## config.mk

```make
export PLATFORM = sky130hd
export DESIGN_NAME = imu_bias_calibrate_lowpass_core
export DESIGN_NICKNAME = d
export VERILOG_FILES = /design/src/hw/rtl/ibcl_pkg.sv /design/src/hw/rtl/ibcl_div.sv /design/src/hw/rtl/imu_bias_calibrate_lowpass_core.sv
export SDC_FILE = /design/constraint.sdc
export NUM_CORES = 2
export LEC_CHECK = 0
export ABC_AREA = 1
export ABC_CLOCK_PERIOD_IN_PS = 24800
export BUFFER_PORTS_ARGS = -buffer_cell sky130_fd_sc_hd__clkbuf_2
export CORE_MARGIN = 2
export CORE_UTILIZATION = 60
export CTS_CLUSTER_SIZE = 20
export DETAILED_ROUTE_END_ITERATION = 16
export PLACE_DENSITY = 0.76
export SYNTH_ARGS = -nofsm -noshare
export SYNTH_HDL_FRONTEND = slang
export SYNTH_HIERARCHICAL = 1
export SYNTH_SLANG_ARGS = --single-unit
```

## constraint.sdc

```tcl
create_clock -name aclk -period 24.8 [get_ports aclk]
set_input_delay 6.2 -clock aclk [delete_from_list [all_inputs] [get_ports aclk]]
set_output_delay 6.2 -clock aclk [all_outputs]
set_load 0.005 [all_outputs]
```

## src/hw/rtl/ibcl_pkg.sv

```systemverilog
package ibcl_pkg;

    localparam int CH_N       = 6;
    localparam int CH_W       = 3;
    localparam int ACCEL_N    = 3;
    localparam int RAW_W      = 16;
    localparam int ACC_OUT_W  = 20;
    localparam int GYR_OUT_W  = 26;
    localparam int SUM_W      = 24;
    localparam int BIAS_W     = 26;
    localparam int FILT_W     = 26;
    localparam int CNT_W      = 8;
    localparam int NUM_W      = 32;
    localparam int C_W        = 27;
    localparam int V_W        = 29;
    localparam int D_W        = 30;
    localparam int MB_W       = 18;
    localparam int P_W        = 48;
    localparam int FRAC_SH    = 16;
    localparam int ACC_SH     = 6;
    localparam int Q8_SH      = 8;

    localparam int ALPHA_W    = 17;
    localparam int GAXIS_W    = 2;
    localparam int CFG_IDX_W  = 2;
    localparam int CFG_DATA_W = 17;

    localparam int S_TDATA_W  = 96;
    localparam int M_TDATA_W  = 144;

    localparam int CAL_SAMPLES_DEF = 200;

    localparam logic [ALPHA_W-1:0] ALPHA_RST   = 17'd19661;
    localparam logic [ALPHA_W-1:0] ALPHA_MAX   = 17'd65536;
    localparam logic [BIAS_W-1:0]  GRAVITY_Q8  = 26'd4194304;
    localparam logic signed [MB_W-1:0] GYRO_SCALE = 18'sd128070;

    localparam logic [CFG_IDX_W-1:0] CFG_ALPHA = 2'd0;
    localparam logic [CFG_IDX_W-1:0] CFG_GAXIS = 2'd1;
    localparam logic [CFG_IDX_W-1:0] CFG_GNEG  = 2'd2;

    typedef enum logic [9:0] {
        ST_IDLE      = 10'b00_0000_0001,
        ST_ACC       = 10'b00_0000_0010,
        ST_DIV_START = 10'b00_0000_0100,
        ST_DIV_WAIT  = 10'b00_0000_1000,
        ST_CORR      = 10'b00_0001_0000,
        ST_SCALE     = 10'b00_0010_0000,
        ST_DELTA     = 10'b00_0100_0000,
        ST_MULA      = 10'b00_1000_0000,
        ST_UPD       = 10'b01_0000_0000,
        ST_EMIT      = 10'b10_0000_0000
    } state_t;

endpackage

```

## src/hw/rtl/ibcl_div.sv

```systemverilog
module ibcl_div #(
    parameter int DIVISOR = ibcl_pkg::CAL_SAMPLES_DEF
) (
    input  logic                        aclk,
    input  logic                        aresetn,
    input  logic                        start,
    input  logic [ibcl_pkg::NUM_W-1:0]  num,
    output logic                        done,
    output logic [ibcl_pkg::NUM_W-1:0]  quo
);
    import ibcl_pkg::*;

    localparam int DIG_W = 8;
    localparam int T_W   = 2 * DIG_W;
    localparam int DIG_N = NUM_W / DIG_W;
    localparam int IT_W  = $clog2(DIG_N);
    localparam int SH    = T_W + $clog2(DIVISOR);
    localparam int RCP_W = T_W + 1;
    localparam int PR_W  = T_W + RCP_W;
    localparam longint RCP = ((longint'(1) << SH) + longint'(DIVISOR) - 1) / longint'(DIVISOR);
    localparam logic [RCP_W-1:0] RCP_V   = RCP_W'(RCP);
    localparam logic [DIG_W-1:0] DIV_V   = DIG_W'(DIVISOR);
    localparam logic [IT_W-1:0]  IT_LAST = IT_W'(DIG_N - 1);

    logic [DIG_W-1:0] rem_reg;
    logic [NUM_W-1:0] dvd_reg;
    logic [DIG_W-1:0] qd_reg;
    logic [IT_W-1:0]  it_reg;
    logic             ph_reg;
    logic             busy_reg;
    logic             done_reg;

    logic [T_W-1:0]   trial;
    logic [PR_W-1:0]  prod;
    logic [DIG_W-1:0] qd_calc;
    logic [T_W-1:0]   rem_calc;

    // long division one byte at a time, digit by reciprocal multiplication
    assign trial    = {rem_reg, dvd_reg[NUM_W-1 -: DIG_W]};
    assign prod     = PR_W'(trial) * PR_W'(RCP_V);
    assign qd_calc  = prod[SH +: DIG_W];
    assign rem_calc = trial - T_W'(qd_reg) * T_W'(DIV_V);

    always_ff @(posedge aclk) begin
        if (!aresetn) begin
            busy_reg <= 1'b0;
            done_reg <= 1'b0;
            it_reg   <= '0;
            ph_reg   <= 1'b0;
        end else begin
            done_reg <= 1'b0;
            if (start) begin
                busy_reg <= 1'b1;
                it_reg   <= '0;
                ph_reg   <= 1'b0;
            end else if (busy_reg) begin
                ph_reg <= ~ph_reg;
                if (ph_reg) begin
                    it_reg <= it_reg + 1'b1;
                    if (it_reg == IT_LAST) begin
                        busy_reg <= 1'b0;
                        done_reg <= 1'b1;
                    end
                end
            end
        end
    end

    always_ff @(posedge aclk) begin
        if (start) begin
            rem_reg <= '0;
            dvd_reg <= num;
        end else if (busy_reg) begin
            if (!ph_reg) begin
                qd_reg <= qd_calc;
            end else begin
                rem_reg <= rem_calc[DIG_W-1:0];
                dvd_reg <= {dvd_reg[NUM_W-DIG_W-1:0], qd_reg};
            end
        end
    end

    assign done = done_reg;
    assign quo  = dvd_reg;

endmodule

```

## src/hw/rtl/imu_bias_calibrate_lowpass_core.sv

```systemverilog
// IMU bias calibration and low-pass filter.
// s_ channel takes one sample per transfer (six raw counts); m_ channel gives one
// filtered result per sample once calibration is over.
// After reset the first CAL_SAMPLES samples are only summed and give no result.
// The last of them then forms six biases with a divider by CAL_SAMPLES that finds
// one quotient byte at a time by reciprocal multiplication, a digit estimate and then
// a remainder update per byte; s_tready is low while it divides.
// A later sample is processed through correction, delta, alpha multiply and update
// steps, with a gyro scale step before the delta for gyroscope channels; the first
// sample, which seeds the filter, skips the alpha multiply. One shared 30x18
// multiplier and two subtractors are stepped over the six channels in turn. A new
// sample is taken only after the last result has gone to the output register.
// s_tready is high only while the sequencer is idle; the next sample is taken
// while a finished result still waits in the output register.
// If the receiver stalls, the sequencer holds its finished result until the output
// register is free; nothing is dropped.
// Reset clears the calibration, the filter and the configuration registers.
// The user writes the configuration port only while idle; the block does not check.
module imu_bias_calibrate_lowpass_core #(
    parameter int CAL_SAMPLES = ibcl_pkg::CAL_SAMPLES_DEF
) (
    input  logic                             aclk,
    input  logic                             aresetn,
    input  logic                             s_tvalid,
    output logic                             s_tready,
    // accel_x_raw, accel_y_raw, accel_z_raw, gyro_x_raw, gyro_y_raw, gyro_z_raw
    input  logic [ibcl_pkg::S_TDATA_W-1:0]   s_tdata,
    output logic                             m_tvalid,
    input  logic                             m_tready,
    // accel_x_g, accel_y_g, accel_z_g, gyro_x_dps, gyro_y_dps, gyro_z_dps, zero pad
    output logic [ibcl_pkg::M_TDATA_W-1:0]   m_tdata,
    input  logic                             cfg_wr_en,
    input  logic [ibcl_pkg::CFG_IDX_W-1:0]   cfg_index,
    input  logic [ibcl_pkg::CFG_DATA_W-1:0]  cfg_wdata
);
    import ibcl_pkg::*;

    localparam logic [NUM_W-1:0] HALF_V  = NUM_W'(CAL_SAMPLES / 2);
    localparam logic [CNT_W:0]   CAL_V   = (CNT_W + 1)'(CAL_SAMPLES);
    localparam logic [CH_W-1:0]  CH_LAST = CH_W'(CH_N - 1);
    localparam logic [CH_W-1:0]  CH_ACC  = CH_W'(ACCEL_N);

    state_t state_reg;
    logic [CH_W-1:0] ch_reg;
    logic [CNT_W-1:0] cnt_reg;
    logic [CNT_W:0]   cnt_next;
    logic cal_done_reg;
    logic seeded_reg;
    logic [ALPHA_W-1:0] alpha_reg;
    logic [GAXIS_W-1:0] gaxis_reg;
    logic gneg_reg;
    logic m_tvalid_reg;

    logic signed [RAW_W-1:0]  x_reg    [CH_N];
    logic signed [SUM_W-1:0]  sum_reg  [CH_N];
    logic signed [BIAS_W-1:0] bias_reg [CH_N];
    logic signed [FILT_W-1:0] filt_reg [CH_N];
    logic signed [C_W-1:0]    c_reg;
    logic signed [V_W-1:0]    v_reg;
    logic signed [D_W-1:0]    d_reg;
    logic signed [P_W-1:0]    prod_reg;
    logic                     neg_reg;
    logic [M_TDATA_W-1:0]     m_tdata_reg;

    logic signed [RAW_W-1:0]  x_cur;
    logic signed [SUM_W-1:0]  sum_cur;
    logic signed [BIAS_W-1:0] bias_cur;
    logic signed [FILT_W-1:0] f_cur;
    logic                     is_accel;
    logic [SUM_W-1:0]         sum_mag;
    logic [NUM_W-1:0]         div_num;
    logic                     div_start;
    logic                     div_done;
    logic [NUM_W-1:0]         div_quo;
    logic [BIAS_W-1:0]        q_mag;
    logic [BIAS_W-1:0]        bias_base;
    logic [BIAS_W-1:0]        bias_new;
    logic signed [C_W-1:0]    c_calc;
    logic signed [V_W-1:0]    v_cur;
    logic signed [D_W-1:0]    d_calc;
    logic [ALPHA_W-1:0]       alpha_sat;
    logic signed [D_W-1:0]    mul_a;
    logic signed [MB_W-1:0]   mul_b;
    logic signed [P_W-1:0]    prod_calc;
    logic [FILT_W-1:0]        f_upd;
    logic                     in_xfer;
    logic                     out_load;

    assign s_tready = (state_reg == ST_IDLE);
    assign in_xfer  = s_tvalid && s_tready;
    assign out_load = (state_reg == ST_EMIT) && (!m_tvalid_reg || m_tready);

    assign x_cur    = x_reg[ch_reg];
    assign sum_cur  = sum_reg[ch_reg];
    assign bias_cur = bias_reg[ch_reg];
    assign f_cur    = filt_reg[ch_reg];
    assign is_accel = ch_reg < CH_ACC;
    assign cnt_next = {1'b0, cnt_reg} + 1'b1;

    // rounding numerator |sum|*256 + N/2
    assign sum_mag   = sum_cur[SUM_W-1] ? SUM_W'(-sum_cur) : SUM_W'(sum_cur);
    assign div_num   = {sum_mag, {Q8_SH{1'b0}}} + HALF_V;
    assign div_start = (state_reg == ST_DIV_START);

    ibcl_div #(
        .DIVISOR (CAL_SAMPLES)
    ) u_div (
        .aclk    (aclk),
        .aresetn (aresetn),
        .start   (div_start),
        .num     (div_num),
        .done    (div_done),
        .quo     (div_quo)
    );

    always_comb begin
        q_mag     = div_quo[BIAS_W-1:0];
        bias_base = neg_reg ? (~q_mag + 1'b1) : q_mag;
        bias_new  = bias_base;
        if (is_accel && ch_reg == {1'b0, gaxis_reg}) begin
            bias_new = gneg_reg ? bias_base + GRAVITY_Q8 : bias_base - GRAVITY_Q8;
        end
    end

    assign c_calc = (C_W'(x_cur) <<< Q8_SH) - C_W'(bias_cur);
    assign v_cur  = is_accel ? V_W'(c_reg >>> ACC_SH)
                             : $signed(prod_reg[V_W+FRAC_SH-1:FRAC_SH]);
    assign d_calc = D_W'(v_cur) - D_W'(f_cur);

    assign alpha_sat = (alpha_reg > ALPHA_MAX) ? ALPHA_MAX : alpha_reg;
    assign mul_a     = (state_reg == ST_SCALE) ? D_W'(c_reg) : d_reg;
    assign mul_b     = (state_reg == ST_SCALE) ? GYRO_SCALE : $signed({1'b0, alpha_sat});
    assign prod_calc = P_W'(mul_a) * P_W'(mul_b);
    assign f_upd     = f_cur + prod_reg[FILT_W+FRAC_SH-1:FRAC_SH];

    always_ff @(posedge aclk) begin
        if (!aresetn) begin
            state_reg    <= ST_IDLE;
            ch_reg       <= '0;
            cnt_reg      <= '0;
            cal_done_reg <= 1'b0;
            seeded_reg   <= 1'b0;
            alpha_reg    <= ALPHA_RST;
            gaxis_reg    <= '0;
            gneg_reg     <= 1'b0;
            m_tvalid_reg <= 1'b0;
            for (int i = 0; i < CH_N; i++) begin
                sum_reg[i] <= '0;
            end
        end else begin
            if (cfg_wr_en) begin
                case (cfg_index)
                    CFG_ALPHA: alpha_reg <= cfg_wdata[ALPHA_W-1:0];
                    CFG_GAXIS: gaxis_reg <= cfg_wdata[GAXIS_W-1:0];
                    CFG_GNEG:  gneg_reg  <= cfg_wdata[0];
                    default: ;
                endcase
            end

            if (out_load) begin
                m_tvalid_reg <= 1'b1;
            end else if (m_tready) begin
                m_tvalid_reg <= 1'b0;
            end

            case (state_reg)
                ST_IDLE: begin
                    if (in_xfer) begin
                        ch_reg    <= '0;
                        state_reg <= cal_done_reg ? ST_CORR : ST_ACC;
                    end
                end
                ST_ACC: begin
                    sum_reg[ch_reg] <= sum_cur + SUM_W'(x_cur);
                    if (ch_reg == CH_LAST) begin
                        cnt_reg <= cnt_next[CNT_W-1:0];
                        ch_reg  <= '0;
                        state_reg <= (cnt_next >= CAL_V) ? ST_DIV_START : ST_IDLE;
                    end else begin
                        ch_reg <= ch_reg + 1'b1;
                    end
                end
                ST_DIV_START: begin
                    state_reg <= ST_DIV_WAIT;
                end
                ST_DIV_WAIT: begin
                    if (div_done) begin
                        if (ch_reg == CH_LAST) begin
                            cal_done_reg <= 1'b1;
                            state_reg    <= ST_IDLE;
                        end else begin
                            ch_reg    <= ch_reg + 1'b1;
                            state_reg <= ST_DIV_START;
                        end
                    end
                end
                ST_CORR: begin
                    state_reg <= is_accel ? ST_DELTA : ST_SCALE;
                end
                ST_SCALE: begin
                    state_reg <= ST_DELTA;
                end
                ST_DELTA: begin
                    state_reg <= seeded_reg ? ST_MULA : ST_UPD;
                end
                ST_MULA: begin
                    state_reg <= ST_UPD;
                end
                ST_UPD: begin
                    if (ch_reg == CH_LAST) begin
                        seeded_reg <= 1'b1;
                        state_reg  <= ST_EMIT;
                    end else begin
                        ch_reg    <= ch_reg + 1'b1;
                        state_reg <= ST_CORR;
                    end
                end
                ST_EMIT: begin
                    if (out_load) begin
                        state_reg <= ST_IDLE;
                    end
                end
                default: begin
                    state_reg <= ST_IDLE;
                end
            endcase
        end
    end

    // datapath, no reset needed
    always_ff @(posedge aclk) begin
        if (in_xfer) begin
            for (int i = 0; i < CH_N; i++) begin
                x_reg[i] <= s_tdata[i*RAW_W +: RAW_W];
            end
        end
        if (div_start) begin
            neg_reg <= sum_cur[SUM_W-1];
        end
        if (state_reg == ST_DIV_WAIT && div_done) begin
            bias_reg[ch_reg] <= bias_new;
        end
        if (state_reg == ST_CORR) begin
            c_reg <= c_calc;
        end
        if (state_reg == ST_SCALE || state_reg == ST_MULA) begin
            prod_reg <= prod_calc;
        end
        if (state_reg == ST_DELTA) begin
            v_reg <= v_cur;
            d_reg <= d_calc;
        end
        if (state_reg == ST_UPD) begin
            filt_reg[ch_reg] <= seeded_reg ? f_upd : v_reg[FILT_W-1:0];
        end
        if (out_load) begin
            m_tdata_reg <= {
                {(M_TDATA_W - ACCEL_N*ACC_OUT_W - ACCEL_N*GYR_OUT_W){1'b0}},
                filt_reg[5][GYR_OUT_W-1:0],
                filt_reg[4][GYR_OUT_W-1:0],
                filt_reg[3][GYR_OUT_W-1:0],
                filt_reg[2][ACC_OUT_W-1:0],
                filt_reg[1][ACC_OUT_W-1:0],
                filt_reg[0][ACC_OUT_W-1:0]
            };
        end
    end

    assign m_tvalid = m_tvalid_reg;
    assign m_tdata  = m_tdata_reg;

endmodule
```

==> summary.txt <==
Clocking
  – CTS tree: done
  – Bufs on Longest Clock Path: 3
  – Skew-Pair Late Insertion Delay: 720 ps
  – TritonCTS Sinks: 1003
  – # resized after CTS: 0
  – Worst-path clk slew: 60 ps
  – Hold-fix buffers, CTS: 0
  – Post-CTS setup buffer count: 0
  – Clk Tree Root Cell: clkbuf_16
  – H-tree levels: 3
  – CTS buffer count: 102

Worst setup path
  – Crit path arrival time: 9560 ps
  – Register-to-Register Path Depth: 31
  – Worst R2R Setup Slack: 16580 ps
  – CP Launch Type: primary input
  – Reg2Reg Launch Point: state_reg[0]$_SDFFE_PN1P_
  – Crit-path max FO: 37
  – FF-to-FF End: prod_reg[44]$_DFFE_PP_
  – CP endpoint kind: flip-flop
  – Req. time, crit path: 25100 ps
  – WS Path Type: primary input to flip-flop

Layout
  – FILL cells: 9221
  – ANT cells: 0
  – Net count, final: 8838
  – Layout area overhead: 8.443%
  – Area of the multi-input gates: 34670 um2
  – Non-filler cells, final: 9412
  – Max reg flops: 208
  – Reg area: 29530 um2
  – Share of cells above drive strength 1: 8.088%

Timing
  – Clock skew: 49.75 ps
  – Worst slew pin tran: 1325 ps
  – Max frequency: 0.1080 GHz
  – Final cycle utilization of the critical path: 37.32%
  – RSZ-0062 raised after global routing: no
  – Tmin final: 9256 ps
  – Final setup violation count: 0
  – Final hold viol count: 0
  – Setup TNS: 0 ps
  – Slew margin rel.: 10.73%
  – Slew Limit Fails: 0

Global route
  – All-layer global routing usage: 32.85%
  – Grt total ovfl: 0
  – Largest net degree at the start of global routing: 144
  – Number of global-route vias before repair: 53970
  – First-pass GRT wire length: 304300 um
  – Initial antenna violation count: 4

Die
  – Std-Cell Rows: 125
  – Core box area: 116200 um2
  – Die Height: 346.3 um
  – Num ports: 266
  – Die Area: 119900 um2
  – Die W: 346.3 um
  – Initial Util: 60.51%

Status
  – Status: finished clean

Synth
  – Cells after Synth: 7606
  – Mean Syn Cell Area: 9.245 um2
  – Yosys Warn Count: 6
  – Mapped cell area: 70310 um2

Detailed routing
  – WL per Instance: 20.91 um
  – DRT iter0 DRCs: 5186
  – Detail Route Antenna Nets: 0
  – Via count: 53730
  – Drt total wl: 196800 um
  – DRT Pass-1 Iters: 8
  – Routed vias/inst: 5.709
  – Drt drc: 0

Min path
  – HP Class: flip-flop to flip-flop
  – Worst hold stages: 0
  – WHS Endpoint: m_tdata[35]$_DFFE_PP_
  – Hold path startpoint: filt_reg[1][15]$_DFFE_PP_

Flow run
  – Max-capacitance violation count: 0

Placed design
  – Dpl cells: 9222
  – Port Buffers: 259
  – Routability cong.: 1.000
  – HPWL after DPL: 146300 um
[worst max-delay path by stage]
stage | cells after the start | slack, ps | from | endpoint
2_1_floorplan | 2 | 12180 | m_tready | m_tdata[0]$_DFFE_PP_
3_3_place_gp | 6 | 15060 | aresetn | sum_reg[0][3]$_SDFFCE_PN0P_
3_5_place_dp | 6 | 14910 | aresetn | sum_reg[0][2]$_SDFFCE_PN0P_
4_1_cts | 6 | 15650 | aresetn | sum_reg[0][5]$_SDFFCE_PN0P_
6_report | 6 | 15540 | aresetn | sum_reg[0][8]$_SDFFCE_PN0P_
5_1_grt | 6 | 15400 | aresetn | sum_reg[0][8]$_SDFFCE_PN0P_
[critical path: stages]
cell and delay (ps):
clkbuf_2 80, buf_4 400, inv_1 420, nor2_4 500, nand2_1 700, nand2_1 1160
[layout make-up]
class,count,share of cell area (%)
clock buffers,129,3.546
clock inverters,61,0.8106
inverters,1341,6.629
multi-input cells,5035,45.46
flip-flops and latches,1003,38.73
well taps,1524,2.501
repair buffers,319,2.324
[stage by stage]
step | instance area (um2) | hold WS (ps) | utilization [%] | setup WS [ps]
3_3_place_gp | 72930 | 424.9 | 62.76 | 15060
5_1_grt | 76250 | 443.4 | 65.62 | 15400
3_5_place_dp | 72930 | 425.7 | 62.76 | 14910
2_1_floorplan | 70360 | 420.7 | - | 12180
4_1_cts | 76250 | 434.4 | 65.62 | 15650
6_report | 76250 | 436.8 | 65.62 | 15540
[cell usage in the layout, fill, tap and decap left out, drive strengths merged, types with 2 or more instances in the layout]
master / instances
a211oi: 9
a21boi: 6
a21o: 21
a21oi: 247
a221oi: 3
a31o: 3
a31oi: 17
a32o: 15
and2: 4
buf: 60
bufinv: 7
clkbuf: 388
clkinv: 51
clkinvlp: 6
conb: 14
dfxtp: 60
edfxtp: 943
fa: 570
ha: 346
inv: 1338
nand2: 1592
nand3: 311
nand3b: 8
nand4: 37
nor2: 1051
nor3: 53
nor3b: 4
nor4: 14
o211ai: 9
o21a: 13
o21ai: 402
o21bai: 25
o221a: 2
o22ai: 90
o31ai: 4
or2: 12
xnor2: 50
xor2: 100
[layer usage]
metal  part of all wire [%]  vias up  track usage, %  wire length (um)
met5                 0.0036        -               0                 7
met2                     46     2537           52.46             91270
met3                    9.6      381           6.338             18900
met1                     41    26170           45.93             80740
li1                       -    24650               -                 -
met4                    3.0        2           9.741              5872
Power is left out: the tool's default activity adds up to more than one toggle a clock period on the data nets, which glitch-free logic cannot reach.
